[config.mk]
export PLATFORM = sky130hd
export DESIGN_NAME = pdd_div
export DESIGN_NICKNAME = d
export VERILOG_FILES = /design/src/hdl/pdd_pkg.sv /design/src/hdl/pdd_div.sv
export SDC_FILE = /design/constraint.sdc
export NUM_CORES = 1
export LEC_CHECK = 0
export BUFFER_PORTS_ARGS = -buffer_cell sky130_fd_sc_hd__buf_2
export CORE_MARGIN = 5
export CORE_UTILIZATION = 35
export CTS_CLUSTER_DIAMETER = 200
export DETAILED_ROUTE_END_ITERATION = 6
export GPL_ROUTABILITY_DRIVEN = 1
export GPL_TIMING_DRIVEN = 0
export PLACE_DENSITY_LB_ADDON = 0.1
export RECOVER_POWER = 50
export SLEW_MARGIN = 20
export SYNTH_ARGS = -nofsm -noshare
export SYNTH_HDL_FRONTEND = slang
export SYNTH_SLANG_ARGS = --single-unit
[constraint.sdc]
create_clock -name clk -period 7.68 [get_ports clk]
set_clock_uncertainty 0.05 [all_clocks]
set_input_delay 1.536 -clock clk [delete_from_list [all_inputs] [get_ports clk]]
set_output_delay 1.536 -clock clk [all_outputs]
set_load 0.01 [all_outputs]
[src/hdl/pdd_pkg.sv]
package pdd_pkg;

  localparam int DROP_W     = 17;
  localparam int FRAC_BITS  = 16;
  localparam int TIMER_W    = 16;
  localparam int FLAG_W     = 4;
  localparam int RTS_RETRY_LIMIT = 7;

  // flag bits
  localparam int FL_MAXRTS  = 0;
  localparam int FL_MOB     = 1;
  localparam int FL_CTSWAIT = 2;
  localparam int FL_WIN     = 3;

  // input opcodes
  localparam logic [1:0] OP_LOAD  = 2'd0;
  localparam logic [1:0] OP_FRAME = 2'd1;
  localparam logic [1:0] OP_TICK  = 2'd2;

  // frame kinds
  localparam logic [2:0] KIND_RTS  = 3'd0;
  localparam logic [2:0] KIND_CTS  = 3'd1;
  localparam logic [2:0] KIND_DATA = 3'd2;
  localparam logic [2:0] KIND_RREQ = 3'd3;

  // register indexes
  localparam logic [1:0] REG_NODE_COUNT  = 2'd0;
  localparam logic [1:0] REG_WINDOW_SIZE = 2'd1;
  localparam logic [1:0] REG_THRESHOLD   = 2'd2;
  localparam logic [1:0] REG_WIN_TICKS   = 2'd3;

  typedef enum logic [2:0] {
    ST_IDLE,
    ST_WALK,
    ST_SCAN,
    ST_MUL1,
    ST_MUL2,
    ST_DIVGO,
    ST_DIV,
    ST_OUT
  } pdd_state_t;

  typedef struct packed {
    logic              done;
    logic [DROP_W-1:0] drop;
  } pdd_div_res_t;

endpackage

[src/hdl/pdd_div.sv]
module pdd_div import pdd_pkg::*; #(
  parameter int W = 32
) (
  input  logic         clk,
  input  logic         rst_n,
  input  logic         start,
  input  logic [W-1:0] num,
  input  logic [W-1:0] den,
  output pdd_div_res_t res
);

  logic                 busy_r, busy_nxt;
  logic                 done_r, done_nxt;
  logic [4:0]           cnt_r, cnt_nxt;
  logic [W-1:0]         rem_r, rem_nxt;
  logic [FRAC_BITS-1:0] q_r, q_nxt;
  logic [DROP_W-1:0]    drop_r, drop_nxt;
  logic [W:0]           dbl;

  always_comb begin
    busy_nxt = busy_r;
    done_nxt = 1'b0;
    cnt_nxt  = cnt_r;
    rem_nxt  = rem_r;
    q_nxt    = q_r;
    drop_nxt = drop_r;
    dbl      = {rem_r, 1'b0};
    if (start) begin
      rem_nxt  = num;
      q_nxt    = '0;
      cnt_nxt  = '0;
      drop_nxt = '0;
      busy_nxt = (num < den);
      done_nxt = (num >= den);
    end else if (busy_r) begin
      // one quotient bit per cycle
      if (dbl >= {1'b0, den}) begin
        rem_nxt = W'(dbl - {1'b0, den});
        q_nxt   = {q_r[FRAC_BITS-2:0], 1'b1};
      end else begin
        rem_nxt = W'(dbl);
        q_nxt   = {q_r[FRAC_BITS-2:0], 1'b0};
      end
      cnt_nxt = cnt_r + 5'd1;
      if (cnt_r == 5'(FRAC_BITS - 1)) begin
        busy_nxt = 1'b0;
        done_nxt = 1'b1;
        drop_nxt = DROP_W'(1 << FRAC_BITS) - DROP_W'(q_nxt)
                   - DROP_W'(rem_nxt != '0);
      end
    end
  end

  always_ff @(posedge clk) begin
    if (!rst_n) begin
      busy_r <= 1'b0;
      done_r <= 1'b0;
    end else begin
      busy_r <= busy_nxt;
      done_r <= done_nxt;
    end
    cnt_r  <= cnt_nxt;
    rem_r  <= rem_nxt;
    q_r    <= q_nxt;
    drop_r <= drop_nxt;
  end

  assign res.done = done_r;
  assign res.drop = drop_r;

endmodule
==> run_results.csv <==
group,metric,value,unit
outcome,status,"finished, violations left",
outcome,violations,"capacitance limit, slew limit",
die,die_h,149,um
cts,clk_latency,360,ps
global_routing,grt_util_all_layers,19.1,%
synth,yosys-top-cells-area,"ha_1 16%, edfxtp_1 14%, dfxtp_1 12%, mux2i_1 4.9%, a21oi_1 4.4%",
global_routing,grt_max_degree,33,
synth,yosys-top-cells-count,"86 x ha_1, 75 x nand2_1, 63 x inv_1, 59 x a21oi_1, 50 x o21ai_0",
global_routing,grt_pass1_vias,6171,
cts,cts_buffers,9,
sta,fin_hold_ws,400,ps
run,cap_violations,1,
layout,area_delta_synth_final,15.5,%
setup_path,path_max_fanout,10,
cts,cts.repair.resized,0,
placement,post-place-cells,1156,
placement,dpl.hpwl,16900,um
setup_path,end_kind,"flop",
synth,synth_top_flop_cell,"dfxtp_1",
setup_path,startpoint,"den[8]",
sta,max_slew_margin,-67.0,%
pwr,pwr_density_cell,215,nW/um^2
synth,yosysSeqAreaShare,25.9,%
synth,synth_async_sr_flop_share,0,%
routing,drc,0,
pwr,switching_power,0.649,mW
layout,antenna_cells,0,
die,core,18800,um^2
routing,dr.pass1.iters,4,
routing,num_vias,6304,
pwr,p_comb_share,42.6,%
sta,fin_crit_sh,92.1,%
routing,ant_nets,0,
pwr,p_sw_share,38.8,%
sta,setup_ws,606,ps
synth,synth_warnings,0,
setup_path,critPathArrivalTime,7310,ps
placement,dpl_cell_area,7470,um^2
global_routing,antenna_found_initial,1,
synth,synth_top_area_share,16.0,%
setup_path,criticalPathCategory,"in -> reg",
pwr,power,1.67,mW
cts,cts_buffer_depth,2,
synth,synthesis.nets,966,
routing,wl_per_cell,18.0,um
synth,synth.distinct_cells,73,
die,ios,85,
layout,stdcell_area,7760,um^2
sta,finalMaxSlewViolations,33,
setup_path,critPathRequiredTime,7920,ps
synth,syn_area,6720,um^2
sta,fmax,141,MHz
worst_hold_path,hold_class,"reg -> reg",
layout,fin_nets,1061,
synth,synth_edf_count,32,
synth,ys_ff_latch,71,
pwr,power_frac_seq,28.9,%
cts,clk_pin_slew,60,ps
worst_hold_path,min_from,"drop_r[9]$_SDFFE_PP0P_",
synth,syn-mean-instance-area,8.28,um^2
synth,yosysMostFrequentCell,"ha_1",
sta,hold_viol,0,
global_routing,grt_pass1_wl,33000,um
setup_path,critPathLaunchType,"input port",
routing,initialDrtViolationCount,395,
die,dieArea,22100,um^2
die,rows,50,
routing,routed_wl,21100,um
pwr,p_int,1.02,mW
cts,hold_buffers,0,
sta,worstMarginPinSlew,2500,ps
pwr,p_leak,3.46,nW
cts,h-tree-depth,3,
placement,port_buffers,84,
pwr,power_frac_clock,28.4,%
routing,viasPerCell,5.38,
layout,final_layout_size_suffix_gt1_share,11.1,%
cts,post_cts_buffers,0,
global_routing,grt_overflow,0,
layout,final_util,41.2,%
sta,fin_crit,7070,ps
cts,clkSinkCount,71,
die,die_w,149,um
sta,rsz0062_at_grt,"false",
setup_path,timing.rr.start,"rem_r[10]$_DFFE_PP_",
synth,synth_top_area_cell,"ha_1",
placement,place_congestion,0.862,
sta,setup_viol,0,
placement,preCtsSetupSlack,287,ps
pwr,irDropWorstVdd,0.000135,V
sta,setup-tns-final,0,ps
synth,synthCells,812,
cts,tritoncts,"yes",
die,initial_core_util,35.7,%
cts,cts-root-buf,"clkbuf_16",
layout,fin_cells,1172,
cells in the final DEF (no fill, tap or decap), drive strengths merged, types with 4 or more instances in the layout:
master,instances
or3,8
o31a,5
inv,66
nor3,10
mux2i,33
nand4,17
dfxtp,39
nor2,47
xor2,12
o31ai,5
clkbuf,54
and3,11
a211o,5
xnor2,18
edfxtp,32
a21o,34
o21a,17
a211oi,12
or4,4
nand3,21
a21oi,60
a31oi,11
buf,71
nor2b,9
or2,4
o21bai,18
nand2,75
o211ai,7
ha,86
o21ai,56
nor4,13
mux2,4
metal layers:
| layer | wire length (um) | vias up | global-route usage, % | share of wire (%) |
|---|---|---|---|---|
| met5 | 13 | - | 0 | 0.062 |
| met4 | 179 | 2 | 3.51 | 0.85 |
| met3 | 843 | 18 | 3.56 | 4.0 |
| met2 | 10200 | 112 | 33.3 | 48 |
| met1 | 9860 | 2962 | 24.7 | 47 |
| li1 | - | 3210 | - | - |
critical path, stage by stage:
cell       delay (ps)
buf_2              70
inv_1              60
ha_1              400
a21oi_1           150
o21ai_1           230
a2111oi_2         630
a21oi_1           250
o21ai_2           500
nand2_1           350
inv_2             190
buf_2             300
nor3_1            100
a21oi_1           220
nor4_2             80
ha_1              210
ha_1              190
a211o_1           320
a21o_1            180
a21oi_1           230
o21bai_1          130
a31oi_1           360
o31ai_1           170
xor2_1            210
nand2_1            90
a21oi_1           160
state kept, by name, summed over array words and instances, names as in the netlist:
| name | cells |
|---|---|
| busy_r | 1 |
| cnt_r | 5 |
| done_r | 1 |
| drop_r | 17 |
| q_r | 15 |
| rem_r | 32 |
worst paths after layout:
check                                 end  slack, ps  depth (start not counted)
setup / recovery  drop_r[14]$_SDFFE_PP0P_        610                         25
hold / removal     drop_r[9]$_SDFFE_PP0P_        400                          2
setup reg to reg  drop_r[14]$_SDFFE_PP0P_       1460                         23
hold reg to reg    drop_r[9]$_SDFFE_PP0P_        400                          2
power groups by stage:
stage          registers (mW)  logic, mW  clock network [mW]
2_1_floorplan           0.475      0.522                   0
5_1_grt                 0.489      0.789               0.503
6_report                0.484      0.713               0.475
4_1_cts                 0.483      0.710               0.488
3_3_place_gp            0.492      0.706                   0
3_5_place_dp            0.491      0.705                   0
cell families after synthesis:
logic type / Yosys count / synth area share, %
xor gates and xnor gates: 30 / 3.91
DFF: 71 / 25.9
buffers and inverters: 96 / 5.47
adders and majority gates: 87 / 16.3
AOI/OAI and AO/OA: 258 / 25.5
and+or+nand+nor: 233 / 17.3
muxes: 37 / 5.59
final cells by class:
type	instances	area, um^2
fillers	2005	11100
multi-input cells	645	4610
flip-flops and latches	71	1740
repair buffers	84	397
well taps	260	325
inverters	65	244
clock buffers	10	229
plain buffers	31	124
clock inverters	6	92.6
No activity file was read; power rests on OpenSTA's default activity.
